$ cat config.mk
export PLATFORM = sky130hd
export DESIGN_NAME = thermal_vospi_frame_capture_unit
export DESIGN_NICKNAME = d
export VERILOG_FILES = /design/src/hdl/vfc_pkg.sv /design/src/hdl/vfc_cfg_regs.sv /design/src/hdl/vfc_core.sv /design/src/hdl/vfc_out_reg.sv /design/src/hdl/thermal_vospi_frame_capture_unit.sv
export SDC_FILE = /design/constraint.sdc
export NUM_CORES = 1
export LEC_CHECK = 0
export ABC_AREA = 1
export ABC_CLOCK_PERIOD_IN_PS = 2900
export BUFFER_PORTS_ARGS = -buffer_cell sky130_fd_sc_hd__buf_2
export CORE_ASPECT_RATIO = 0.9
export CORE_MARGIN = 3
export CORE_UTILIZATION = 55
export DETAILED_ROUTE_END_ITERATION = 10
export PLACE_DENSITY = 0.78
export SLEW_MARGIN = 20
export SYNTH_ARGS = -nofsm -noshare
export SYNTH_HDL_FRONTEND = slang
export SYNTH_SLANG_ARGS = --single-unit
$ cat constraint.sdc
create_clock -name clk -period 2.9 [get_ports clk]
set_input_delay 0.725 -clock clk [delete_from_list [all_inputs] [get_ports clk]]
set_output_delay 0.725 -clock clk [all_outputs]
set_load 0.02 [all_outputs]
$ cat src/hdl/vfc_pkg.sv
package vfc_pkg;

  // Field widths
  localparam int unsigned BYTE_W  = 8;
  localparam int unsigned ADDR_W  = 13;
  localparam int unsigned PIX_W   = 16;
  localparam int unsigned ERR_W   = 20;
  localparam int unsigned PEN_W   = 12;
  localparam int unsigned TICK_W  = 16;
  localparam int unsigned PHASE_W = 2;
  localparam int unsigned CFG_IDX_W  = 3;
  localparam int unsigned CFG_DATA_W = 20;
  localparam int unsigned OUT_DATA_W = 32;

  // Default geometry
  localparam int unsigned LINE_PIXELS_DEF  = 80;
  localparam int unsigned FRAME_LINES_DEF  = 60;
  localparam int unsigned PACKET_BYTES_DEF = 164;

  // First pixel byte of a packet
  localparam logic [BYTE_W-1:0] PIX_FIRST_BYTE = 8'd4;

  // Phase codes
  localparam logic [PHASE_W-1:0] PH_READ   = 2'd0;
  localparam logic [PHASE_W-1:0] PH_IDLE   = 2'd1;
  localparam logic [PHASE_W-1:0] PH_OFF    = 2'd2;
  localparam logic [PHASE_W-1:0] PH_SETTLE = 2'd3;

  // Register indexes
  localparam logic [CFG_IDX_W-1:0] REG_ERROR_LIMIT = 3'd0;
  localparam logic [CFG_IDX_W-1:0] REG_BAD_LINE    = 3'd1;
  localparam logic [CFG_IDX_W-1:0] REG_IDLE_WAIT   = 3'd2;
  localparam logic [CFG_IDX_W-1:0] REG_OFF_TIME    = 3'd3;
  localparam logic [CFG_IDX_W-1:0] REG_SETTLE      = 3'd4;

  // Register reset values
  localparam logic [ERR_W-1:0]  ERROR_LIMIT_RST = 20'd300000;
  localparam logic [PEN_W-1:0]  BAD_LINE_RST    = 12'd1000;
  localparam logic [TICK_W-1:0] IDLE_WAIT_RST   = 16'd100;
  localparam logic [TICK_W-1:0] OFF_TIME_RST    = 16'd3000;
  localparam logic [TICK_W-1:0] SETTLE_RST      = 16'd50;

  localparam logic [ERR_W-1:0] ERR_MAX = {ERR_W{1'b1}};

  typedef struct packed {
    logic [ERR_W-1:0]  error_limit;
    logic [PEN_W-1:0]  bad_line_penalty;
    logic [TICK_W-1:0] idle_wait_ms;
    logic [TICK_W-1:0] off_time_ms;
    logic [TICK_W-1:0] settle_ms;
  } cfg_t;

  typedef struct packed {
    logic               pixel_write;
    logic [ADDR_W-1:0]  pixel_addr;
    logic [PIX_W-1:0]   pixel_value;
    logic               frame_done;
    logic               power_on;
    logic [PHASE_W-1:0] phase;
  } res_t;

endpackage

$ cat src/hdl/vfc_cfg_regs.sv
module vfc_cfg_regs (
  input  logic                              clk,
  input  logic                              rst,
  input  logic                              cfg_valid,
  output logic                              cfg_ready,
  input  logic [vfc_pkg::CFG_IDX_W-1:0]     cfg_index,
  input  logic [vfc_pkg::CFG_DATA_W-1:0]    cfg_data,
  output vfc_pkg::cfg_t                     cfg
);

  assign cfg_ready = 1'b1;

  always_ff @(posedge clk) begin
    if (rst) begin
      cfg.error_limit      <= vfc_pkg::ERROR_LIMIT_RST;
      cfg.bad_line_penalty <= vfc_pkg::BAD_LINE_RST;
      cfg.idle_wait_ms     <= vfc_pkg::IDLE_WAIT_RST;
      cfg.off_time_ms      <= vfc_pkg::OFF_TIME_RST;
      cfg.settle_ms        <= vfc_pkg::SETTLE_RST;
    end else if (cfg_valid && cfg_ready) begin
      case (cfg_index)
        vfc_pkg::REG_ERROR_LIMIT: cfg.error_limit <= cfg_data[vfc_pkg::ERR_W-1:0];
        vfc_pkg::REG_BAD_LINE:    cfg.bad_line_penalty <= cfg_data[vfc_pkg::PEN_W-1:0];
        vfc_pkg::REG_IDLE_WAIT:   cfg.idle_wait_ms <= cfg_data[vfc_pkg::TICK_W-1:0];
        vfc_pkg::REG_OFF_TIME:    cfg.off_time_ms <= cfg_data[vfc_pkg::TICK_W-1:0];
        vfc_pkg::REG_SETTLE:      cfg.settle_ms <= cfg_data[vfc_pkg::TICK_W-1:0];
        default: begin
        end
      endcase
    end
  end

endmodule

$ cat src/hdl/vfc_core.sv
module vfc_core #(
  parameter int unsigned LINE_PIXELS  = vfc_pkg::LINE_PIXELS_DEF,
  parameter int unsigned FRAME_LINES  = vfc_pkg::FRAME_LINES_DEF,
  parameter int unsigned PACKET_BYTES = vfc_pkg::PACKET_BYTES_DEF
) (
  input  logic                          clk,
  input  logic                          rst,
  input  logic                          accept,
  input  logic                          mode,
  input  logic [vfc_pkg::BYTE_W-1:0]    spi_byte,
  input  vfc_pkg::cfg_t                 cfg,
  output vfc_pkg::res_t                 res
);

  localparam logic [vfc_pkg::BYTE_W-1:0] PKT_LAST  = vfc_pkg::BYTE_W'(PACKET_BYTES - 1);
  localparam logic [vfc_pkg::BYTE_W-1:0] LINES     = vfc_pkg::BYTE_W'(FRAME_LINES);
  localparam logic [vfc_pkg::BYTE_W-1:0] LAST_LINE = vfc_pkg::BYTE_W'(FRAME_LINES - 1);
  localparam logic [vfc_pkg::BYTE_W-1:0] COLS      = vfc_pkg::BYTE_W'(LINE_PIXELS);
  localparam logic [vfc_pkg::ADDR_W-1:0] COLS_A    = vfc_pkg::ADDR_W'(LINE_PIXELS);

  logic [vfc_pkg::PHASE_W-1:0] phase_reg, phase_next;
  logic [vfc_pkg::BYTE_W-1:0]  byte_index, byte_index_next;
  logic [vfc_pkg::BYTE_W-1:0]  line_number, line_number_next;
  logic                        discard_packet, discard_packet_next;
  logic [vfc_pkg::BYTE_W-1:0]  high_byte, high_byte_next;
  logic [vfc_pkg::ERR_W-1:0]   error_count, error_count_next;
  logic [vfc_pkg::TICK_W-1:0]  tick_count, tick_count_next;
  logic                        power_reg, power_reg_next;

  logic [vfc_pkg::TICK_W-1:0]  tick_limit;
  logic                        tick_end;
  logic [vfc_pkg::BYTE_W-1:0]  pix_off;
  logic [vfc_pkg::BYTE_W-2:0]  col;
  logic                        bad_line;
  logic [vfc_pkg::ERR_W:0]     err_sum;
  logic                        wr;
  logic [vfc_pkg::ADDR_W-1:0]  addr;
  logic [vfc_pkg::PIX_W-1:0]   val;
  logic                        done;

  // Limit of the running timed phase
  always_comb begin
    case (phase_reg)
      vfc_pkg::PH_IDLE:   tick_limit = cfg.idle_wait_ms;
      vfc_pkg::PH_OFF:    tick_limit = cfg.off_time_ms;
      vfc_pkg::PH_SETTLE: tick_limit = cfg.settle_ms;
      default:            tick_limit = cfg.idle_wait_ms;
    endcase
  end

  assign tick_end = (tick_count >= tick_limit);
  assign pix_off  = byte_index - vfc_pkg::PIX_FIRST_BYTE;
  assign col      = pix_off[vfc_pkg::BYTE_W-1:1];
  assign bad_line = !discard_packet && (line_number >= LINES);
  // penalty then +1, each saturating, equals one saturating add of both
  assign err_sum  = {1'b0, error_count}
                  + (bad_line ? (vfc_pkg::ERR_W+1)'(cfg.bad_line_penalty) : '0)
                  + (vfc_pkg::ERR_W+1)'(1);

  always_comb begin
    phase_next          = phase_reg;
    byte_index_next     = byte_index;
    line_number_next    = line_number;
    discard_packet_next = discard_packet;
    high_byte_next      = high_byte;
    error_count_next    = error_count;
    tick_count_next     = tick_count;
    power_reg_next      = power_reg;
    wr   = 1'b0;
    addr = '0;
    val  = '0;
    done = 1'b0;

    if (mode) begin
      if (phase_reg != vfc_pkg::PH_READ) begin
        if (tick_end) begin
          tick_count_next = '0;
          case (phase_reg)
            vfc_pkg::PH_OFF: begin
              power_reg_next = 1'b1;
              phase_next     = vfc_pkg::PH_SETTLE;
            end
            default: begin
              phase_next      = vfc_pkg::PH_READ;
              byte_index_next = '0;
            end
          endcase
        end else begin
          tick_count_next = tick_count + vfc_pkg::TICK_W'(1);
        end
      end
    end else if (phase_reg == vfc_pkg::PH_READ) begin
      if (byte_index == '0 && error_count > cfg.error_limit) begin
        error_count_next = '0;
        tick_count_next  = '0;
        power_reg_next   = 1'b0;
        phase_next       = vfc_pkg::PH_OFF;
      end else begin
        if (byte_index == vfc_pkg::BYTE_W'(0)) begin
          discard_packet_next = &spi_byte[3:0];
        end else if (byte_index == vfc_pkg::BYTE_W'(1)) begin
          line_number_next = spi_byte;
        end else if (byte_index >= vfc_pkg::PIX_FIRST_BYTE) begin
          if (!pix_off[0]) begin
            high_byte_next = spi_byte;
          end else if (!discard_packet && line_number < LINES && {1'b0, col} < COLS) begin
            wr   = 1'b1;
            addr = vfc_pkg::ADDR_W'(line_number) * COLS_A + vfc_pkg::ADDR_W'(col);
            val  = {high_byte, spi_byte};
          end
        end

        if (byte_index >= PKT_LAST) begin
          byte_index_next  = '0;
          error_count_next = err_sum[vfc_pkg::ERR_W] ? vfc_pkg::ERR_MAX
                                                     : err_sum[vfc_pkg::ERR_W-1:0];
          if (!discard_packet && line_number == LAST_LINE) begin
            error_count_next = '0;
            done             = 1'b1;
            tick_count_next  = '0;
            phase_next       = vfc_pkg::PH_IDLE;
          end
        end else begin
          byte_index_next = byte_index + vfc_pkg::BYTE_W'(1);
        end
      end
    end
  end

  always_ff @(posedge clk) begin
    if (rst) begin
      phase_reg      <= vfc_pkg::PH_READ;
      byte_index     <= '0;
      line_number    <= '0;
      discard_packet <= 1'b0;
      high_byte      <= '0;
      error_count    <= '0;
      tick_count     <= '0;
      power_reg      <= 1'b1;
    end else if (accept) begin
      phase_reg      <= phase_next;
      byte_index     <= byte_index_next;
      line_number    <= line_number_next;
      discard_packet <= discard_packet_next;
      high_byte      <= high_byte_next;
      error_count    <= error_count_next;
      tick_count     <= tick_count_next;
      power_reg      <= power_reg_next;
    end
  end

  always_comb begin
    res.pixel_write = wr;
    res.pixel_addr  = addr;
    res.pixel_value = val;
    res.frame_done  = done;
    res.power_on    = power_reg_next;
    res.phase       = phase_next;
  end

`ifndef ASSERT_OFF
  // camera is unpowered exactly while in the power-off phase
  a_power_phase: assert property (@(posedge clk) disable iff (rst)
    (power_reg == 1'b0) == (phase_reg == vfc_pkg::PH_OFF))
    else $error("power level and phase disagree");

  a_byte_range: assert property (@(posedge clk) disable iff (rst)
    byte_index <= PKT_LAST)
    else $error("byte index past packet end");

  a_done_idle: assert property (@(posedge clk) disable iff (rst)
    accept && done |=> phase_reg == vfc_pkg::PH_IDLE && error_count == '0)
    else $error("frame end did not enter idle wait");

  a_tick_no_write: assert property (@(posedge clk) disable iff (rst)
    accept && mode |-> !wr && !done)
    else $error("tick produced a pixel write or frame end");
`endif

endmodule

$ cat src/hdl/vfc_out_reg.sv
module vfc_out_reg (
  input  logic                                  clk,
  input  logic                                  rst,
  input  logic                                  load,
  output logic                                  load_ready,
  input  vfc_pkg::res_t                         res,
  output logic                                  m_axis_tvalid,
  input  logic                                  m_axis_tready,
  output logic [vfc_pkg::OUT_DATA_W-1:0]        m_axis_tdata,
  output logic                                  m_axis_tuser,
  output logic                                  m_axis_tlast
);

  vfc_pkg::res_t held;

  // free when empty or when the held transaction leaves this cycle
  assign load_ready = !m_axis_tvalid || m_axis_tready;

  always_ff @(posedge clk) begin
    if (rst) begin
      m_axis_tvalid <= 1'b0;
    end else if (load_ready) begin
      m_axis_tvalid <= load;
    end
  end

  always_ff @(posedge clk) begin
    if (load && load_ready) begin
      held <= res;
    end
  end

  assign m_axis_tdata = {held.phase, held.power_on, held.pixel_value, held.pixel_addr};
  assign m_axis_tuser = held.pixel_write;
  assign m_axis_tlast = held.frame_done;

endmodule

$ cat src/hdl/thermal_vospi_frame_capture_unit.sv
// Thermal camera video-port frame capture.
//
// Input stream (s_axis_*): one transaction per received SPI byte or per
// millisecond tick; s_axis_tuser selects which (0 byte, 1 tick).
// Bytes are grouped into fixed-length packets; byte 1 carries the line,
// big-endian pixel pairs follow from byte 4. Packets with a low nibble of
// 0xF in byte 0 are dropped.
// Output stream (m_axis_*): exactly one transaction per input transaction,
// carrying an optional frame-store write (tuser high), the camera power
// level and the phase as updated by it; tlast marks the end of the last line.
// Config channel (cfg_*): register writes by index, always ready; write
// only while no transactions are in flight.
// Timing: output valid follows input accept in the next cycle. Throughput: one
// transaction per clock while m_axis_tready is high, set by the single output register.
// Stall: while the output register holds an untaken transaction,
// s_axis_tready drops; nothing is lost or repeated.
// Reset: camera powered, reading phase at packet byte 0, error count
// cleared, registers at their defaults, output empty.
module thermal_vospi_frame_capture_unit #(
  parameter int unsigned LINE_PIXELS  = vfc_pkg::LINE_PIXELS_DEF,
  parameter int unsigned FRAME_LINES  = vfc_pkg::FRAME_LINES_DEF,
  parameter int unsigned PACKET_BYTES = vfc_pkg::PACKET_BYTES_DEF
) (
  input  logic                               clk,
  input  logic                               rst,
  // input stream
  input  logic                               s_axis_tvalid,
  output logic                               s_axis_tready,
  input  logic [vfc_pkg::BYTE_W-1:0]         s_axis_tdata,  // [7:0] spi_byte
  input  logic                               s_axis_tuser,  // [0] mode
  // output stream
  output logic                               m_axis_tvalid,
  input  logic                               m_axis_tready,
  // [12:0] pixel_addr, [28:13] pixel_value, [29] power_on, [31:30] phase
  output logic [vfc_pkg::OUT_DATA_W-1:0]     m_axis_tdata,
  output logic                               m_axis_tuser,  // [0] pixel_write
  output logic                               m_axis_tlast,  // frame_done
  // configuration writes
  input  logic                               cfg_valid,
  output logic                               cfg_ready,
  input  logic [vfc_pkg::CFG_IDX_W-1:0]      cfg_index,
  input  logic [vfc_pkg::CFG_DATA_W-1:0]     cfg_data
);

  vfc_pkg::cfg_t cfg;
  vfc_pkg::res_t res;
  logic          accept;

  assign accept = s_axis_tvalid && s_axis_tready;

  vfc_cfg_regs u_cfg (
    .clk       (clk),
    .rst       (rst),
    .cfg_valid (cfg_valid),
    .cfg_ready (cfg_ready),
    .cfg_index (cfg_index),
    .cfg_data  (cfg_data),
    .cfg       (cfg)
  );

  // packet parser, error tracking and power sequencing
  vfc_core #(
    .LINE_PIXELS  (LINE_PIXELS),
    .FRAME_LINES  (FRAME_LINES),
    .PACKET_BYTES (PACKET_BYTES)
  ) u_core (
    .clk      (clk),
    .rst      (rst),
    .accept   (accept),
    .mode     (s_axis_tuser),
    .spi_byte (s_axis_tdata),
    .cfg      (cfg),
    .res      (res)
  );

  vfc_out_reg u_out (
    .clk           (clk),
    .rst           (rst),
    .load          (s_axis_tvalid),
    .load_ready    (s_axis_tready),
    .res           (res),
    .m_axis_tvalid (m_axis_tvalid),
    .m_axis_tready (m_axis_tready),
    .m_axis_tdata  (m_axis_tdata),
    .m_axis_tuser  (m_axis_tuser),
    .m_axis_tlast  (m_axis_tlast)
  );

endmodule
Word-level counts from Yosys, hierarchy flattened
Cells that the tools add are included.

operators by class
  multipliers = 1
  bitwise operators = 9
  multiplexer cells = 36
  reductions and logical operators = 32
  add/subtract/negate cells = 6
  $lt $le $gt $ge = 7
  divide/modulo/power cells = 0
  shifts and indexed selects = 0
  equal/unequal tests = 12

operator list
  kind                                                                   count
  16-bit 2-to-1 mux                                                      7
  20-bit 2-to-1 mux                                                      4
  8-bit 2-to-1 mux                                                       7
  16-bit case mux with 2 select lines                                    1
  20-bit by 21-bit adder with 21-bit output                              1
  21-bit by 1-bit adder with 21-bit output, second input constant        1
  20-bit > comparator                                                    1
  16-bit by 1-bit adder with 16-bit output, second input constant        1
  16-bit >= comparator                                                   1
  2-bit 2-to-1 mux                                                       8
  13-bit by 7-bit adder with 13-bit output                               1
  12-bit 2-to-1 mux                                                      1
  6-bit AND reduction                                                    2
  2-bit AND reduction                                                    5
  5-bit AND reduction                                                    2
  8-bit by 3-bit multiplier with 9-bit output, second input constant     1
  1-bit NOT                                                              9
  8-bit by 1-bit adder with 8-bit output, second input constant          1
  8-bit by 1-bit == test with 1-bit output, second input constant        1
  8-bit by 6-bit == test with 1-bit output, second input constant        1
  8-bit by 3-bit >= comparator with 1-bit output, second input constant  1
  8-bit by 6-bit >= comparator with 1-bit output, second input constant  1
  8-bit >= comparator, second input constant                             1
  8-bit logical NOT                                                      1
  other kinds (22)                                                       43

storage, ports and cells
  register bits after elaboration = 179
  RAM bits = 0
  input bits = 37
  ROM bits = 0
  memories = 0
  bits in latches = 0
  logic and storage cells = 123

Longest topological paths before layout
  depth after elaboration = 9
  depth in mapped cells = 20
  depth with buffers taken out = 20

Modules after synthesis
From an unflattened synthesis, not the netlist that was laid out.

unflattened totals
  cells, all modules = 1576
  area, all modules = 10684.0 µm²

by module, submodules not included
  module                            cells each  times used  area each (µm²)  sequential area each (µm²)
  vfc_core                          1092        1           6506.2           1281.2
  vfc_cfg_regs                      442         1           3101.7           1601.5
  vfc_out_reg                       40          1           1068.5           1041.0
  thermal_vospi_frame_capture_unit  2           1           7.5              0.0

Worst setup path before layout
No wires, ideal clock.

  kind = in2reg
  from = input s_axis_tuser
  to = register u_core.tick_count[5] (netlist bit)
  cell stages on the path = 10
  library setup time = 70 ps
  setup slack = 394 ps
  arrival time = 2435 ps
  path through = buf_2 -> inv_1 -> buf_2 -> buf_1 -> ha_1 -> inv_1 -> nor2_2 -> clkbuf_1 -> nand3_1 -> a21oi_1

on the way
  word-level cells in the longest chain between the ends = 2
  elaborated cells on any way between the ends = 6

RTL lines
  what                                                                                      line                                    RTL
  start, declared                                                                           thermal_vospi_frame_capture_unit.sv:30  input logic s_axis_tuser,
  2-bit by 1-bit inequality test with 1-bit output (no line), or another cell as far along  -
  5-bit AND reduction (no line)                                                             -
  end signal, assigned                                                                      vfc_core.sv:147                         tick_count <= tick_count_next;
  end, declared                                                                             vfc_core.sv:27                          logic [vfc_pkg::TICK_W-1:0] tick_count, tick_count_next;

Several ways; a longest one is shown, not always the timed one.
A chain may end at the register's enable or synchronous reset.

Final worst setup path
  from = register u_core.line_number[6] (netlist bit)
  to = register u_core.error_count[19] (netlist bit)

on the way
  word-level cells in the longest chain between the ends = 9
  elaborated cells on any way between the ends = 11

RTL lines
  what                                            line             RTL
  start, declared                                 vfc_core.sv:23   logic [vfc_pkg::BYTE_W-1:0] line_number, line_number_next;
  start signal, assigned                          vfc_core.sv:143  line_number <= line_number_next;
  8-bit by 6-bit >= comparator with 1-bit output  vfc_core.sv:54   assign bad_line = !discard_packet && (line_number >= LINES);
  1-bit logical AND                               vfc_core.sv:54
  12-bit 2-to-1 mux                               vfc_core.sv:57   + (bad_line ? (vfc_pkg::ERR_W+1)'(cfg.bad_line_penalty) : '0)
  20-bit by 21-bit adder with 21-bit output       vfc_core.sv:57
  21-bit by 1-bit adder with 21-bit output        vfc_core.sv:58   + (vfc_pkg::ERR_W+1)'(1);
  20-bit 2-to-1 mux                               vfc_core.sv:115  error_count_next = err_sum[vfc_pkg::ERR_W] ? vfc_pkg::ERR_MAX
  20-bit 2-to-1 mux (*)                           vfc_core.sv:117  if (!discard_packet && line_number == LAST_LINE) begin
  20-bit 2-to-1 mux (*)                           vfc_core.sv:113  if (byte_index >= PKT_LAST) begin
  20-bit 2-to-1 mux (*)                           vfc_core.sv:93   if (byte_index == '0 && error_count > cfg.error_limit) begin
  end signal, assigned                            vfc_core.sv:146  error_count <= error_count_next;
  end, declared                                   vfc_core.sv:26   logic [vfc_pkg::ERR_W-1:0] error_count, error_count_next;

Every way passes the cells marked *; elsewhere a longest branch is shown, timed or not. The select of a mux whose other input is x is not followed.

==> flow_summary.ini <==
[outcome]
status = completed

[synthesis]
syn_area_per_cell_um2 = 7.339
synth_warnings = 0
synth-simple-area-share = 0.2778
ys_types = 51
synth_nets = 1474
synthMuxAreaShare = 0
yosysSeqAreaShare = 0.3917
ys_async_sr_fraction = 0
yosys.area_share.adder = 0.09217
synth-compound-area-share = 0.1264
ys_seq_elements = 179
synth-edff-count = 34
post_synth_instance_area_um2 = 10020
synthCells = 1365
ys.flop_type = dfxtp_1
synthXorXnorAreaFrac = 0.02535
synth_top_family_by_area = simple AND/OR/NAND/NOR gates

[global_route]
antenna_found_initial = 0
grt_use_total = 0.2476
grt_first_pass_wirelength_mm = 40.28
grt_pass1_vias = 8289
grt_max_degree = 49
grt-ovfl-total = 0

[drt]
wl_met2_mm = 11.15
dr.pass1.iters = 6
viasPerCell = 5.479
vias = 9238
remaining_drc_errors = 0
route.top_layer_used = met4
wire_per_inst_um = 14.90
wl_met3_mm = 1.908
wl_mm = 25.12
wl_met1_mm = 11.63
drtAntennaViolNets = 0
drtIter0Drc = 1034

[place]
gp_congestion = 0.9136
dp_hpwl_mm = 18.04
portBuffers = 72

[clocking]
cts_root_buffer = clkbuf_16
cts_tree = built
htree_levels = 4
path_clk_slew_ns = 0.07
hold_buffers = 0
cts_made_buffers = 17
clockBufferDepth = 2
insertion_delay_ns = 0.44
cts_sinks = 179

[hold_path]
worstHoldStart = u_core.high_byte[2]
hold_class = reg2reg

[pwr]
total_power_mw = 5.533
leakage_nw = 5.224
power_frac_comb = 0.110
p_sw_mw = 1.500
vdd_drop_max_uv = 442.0
seqPwrFrac = 0.481
power.density_nw_per_um2 = 490.2
switching_share = 0.2711
pwr-share-clk = 0.409
internal_power_mw = 4.033

[finish]
top_register = u_cfg.cfg
final_nets = 1542
drive_above_1_share = 0.1238
fin_util = 0.6367
mostFrequentLayoutCells = nand2_1 (304), nor2_1 (183), inv_1 (155)
diodes = 0
largest_register_ffs = 80
layout_commonest_cell = nand2_1
syn_to_final_growth_pct = 12.66

[sta]
worst_clock_skew_ns = 0.009449
holdWs_ns = 0.4568
slew_viol_final = 0
clock.fmax_mhz = 371.8
fin_crit_sh = 0.9275
relSlewSlack = 0.5126
worst_pin_slew_ns = 0.7302
setup_viol = 0
hold_viol = 0
finalCriticalPeriod_ns = 2.690

[setup_path]
rrSetupSlack_ns = 0.21
path_class = reg2reg
cp_max_fo = 11
cp-start-kind = flip-flop
end_kind = flip-flop
cp-startpoint = u_core.line_number[6]
regToRegStartpoint = u_core.line_number[6]
worstPathRequired_ns = 3.27
worstPathArrival_ns = 3.06

[die]
io-pin-count = 74
core_um2 = 17730
start_util = 0.5651
fp-row-count = 46
die_w_um = 148.3
die_y_um = 134.0
dieArea_um2 = 19870

[job]
max_cap_viol_count = 0
## metal layers
layer | track usage | vias to the layer above
li1 | - | 4604
met1 | 0.3498 | 4205
met2 | 0.3890 | 393
met3 | 0.04797 | 36
met4 | 0.07183 | 0
met5 | 0 | -
## worst max-delay path: stages (launching register included)
cell	delay, ns
dfxtp_1	0.35
nor2_1	0.14
o21a_1	0.21
nor2_4	0.05
inv_2	0.15
nor2_1	0.06
ha_1	0.35
nand2_1	0.10
nor2_2	0.17
nand3_1	0.09
nand2_1	0.15
nand2_1	0.14
nand2_4	0.15
nand3_4	0.16
nand3_1	0.14
nand2_1	0.07
a21oi_1	0.12
## synth_stat cells, types with 14 or more instances
library cell / count / area share
nand2_1: 305 / 0.11
nor2_1: 185 / 0.069
inv_1: 157 / 0.059
dfxtp_1: 145 / 0.29
a21oi_1: 104 / 0.052
nand3_1: 82 / 0.041
ha_1: 69 / 0.086
o21ai_0: 69 / 0.034
edfxtp_1: 34 / 0.10
clkbuf_1: 30 / 0.011
xor2_1: 23 / 0.020
nor3_1: 20 / 0.010
nand4_1: 16 / 0.010
o211ai_1: 14 / 0.010
## repair_timing
action,4_1_cts,5_1_grt
buffers inserted,0,1
gates resized for setup,0,17
setup endpoints to repair,0,33
## power by group through the flow
| stage | combinational, mW | clock, mW | sequential [mW] |
|---|---|---|---|
| 2_1_floorplan | 0.382 | 0 | 2.73 |
| 3_3_place_gp | 0.573 | 0 | 2.71 |
| 3_5_place_dp | 0.589 | 0 | 2.71 |
| 4_1_cts | 0.594 | 2.29 | 2.66 |
| 5_1_grt | 0.680 | 2.38 | 2.67 |
| 6_report | 0.610 | 2.26 | 2.66 |
## cells by family after synthesis
group                      count (synthesis)
and+or+nand+nor                          647
AOI/OAI and AO/OA                        223
buffers and inverters                    214
DFF                                      179
adders and majority gates                 72
xor gates and xnor gates                  29
other                                      1
## worst paths after layout
check                                end  cells after the start
setup / recovery  u_core.error_count[19]                     16
hold / removal       u_core.high_byte[2]                      2
setup reg to reg  u_core.error_count[19]                     16
hold reg to reg      u_core.high_byte[2]                      2
## final cells by class
| cell class | count | area (um^2) |
|---|---|---|
| Clock buffer | 22 | 485.5 |
| Clock inverter | 10 | 86.33 |
| Fill cell | 1562 | 6440 |
| Inverter | 167 | 626.9 |
| Multi-Input combinational cell | 974 | 5310 |
| Sequential cell | 179 | 3928 |
| Tap cell | 240 | 300.3 |
| Timing Repair Buffer | 94 | 550.5 |
## stage by stage
| step | cells | setup slack, ns | setup TNS, ns | cell area, um^2 |
|---|---|---|---|---|
| floorplan | 1365 | 0.3943 | 0 | 10020 |
| global placement | 1651 | 0.1586 | 0 | 10620 |
| detailed placement | 1651 | 0.07601 | 0 | 10620 |
| CTS | 1683 | 0.06490 | 0 | 11200 |
| global route | 1686 | -0.03509 | -0.07461 | 11290 |
| finish | 1686 | 0.2102 | 0 | 11290 |
Note: power is estimated with default switching activity, not from simulation.
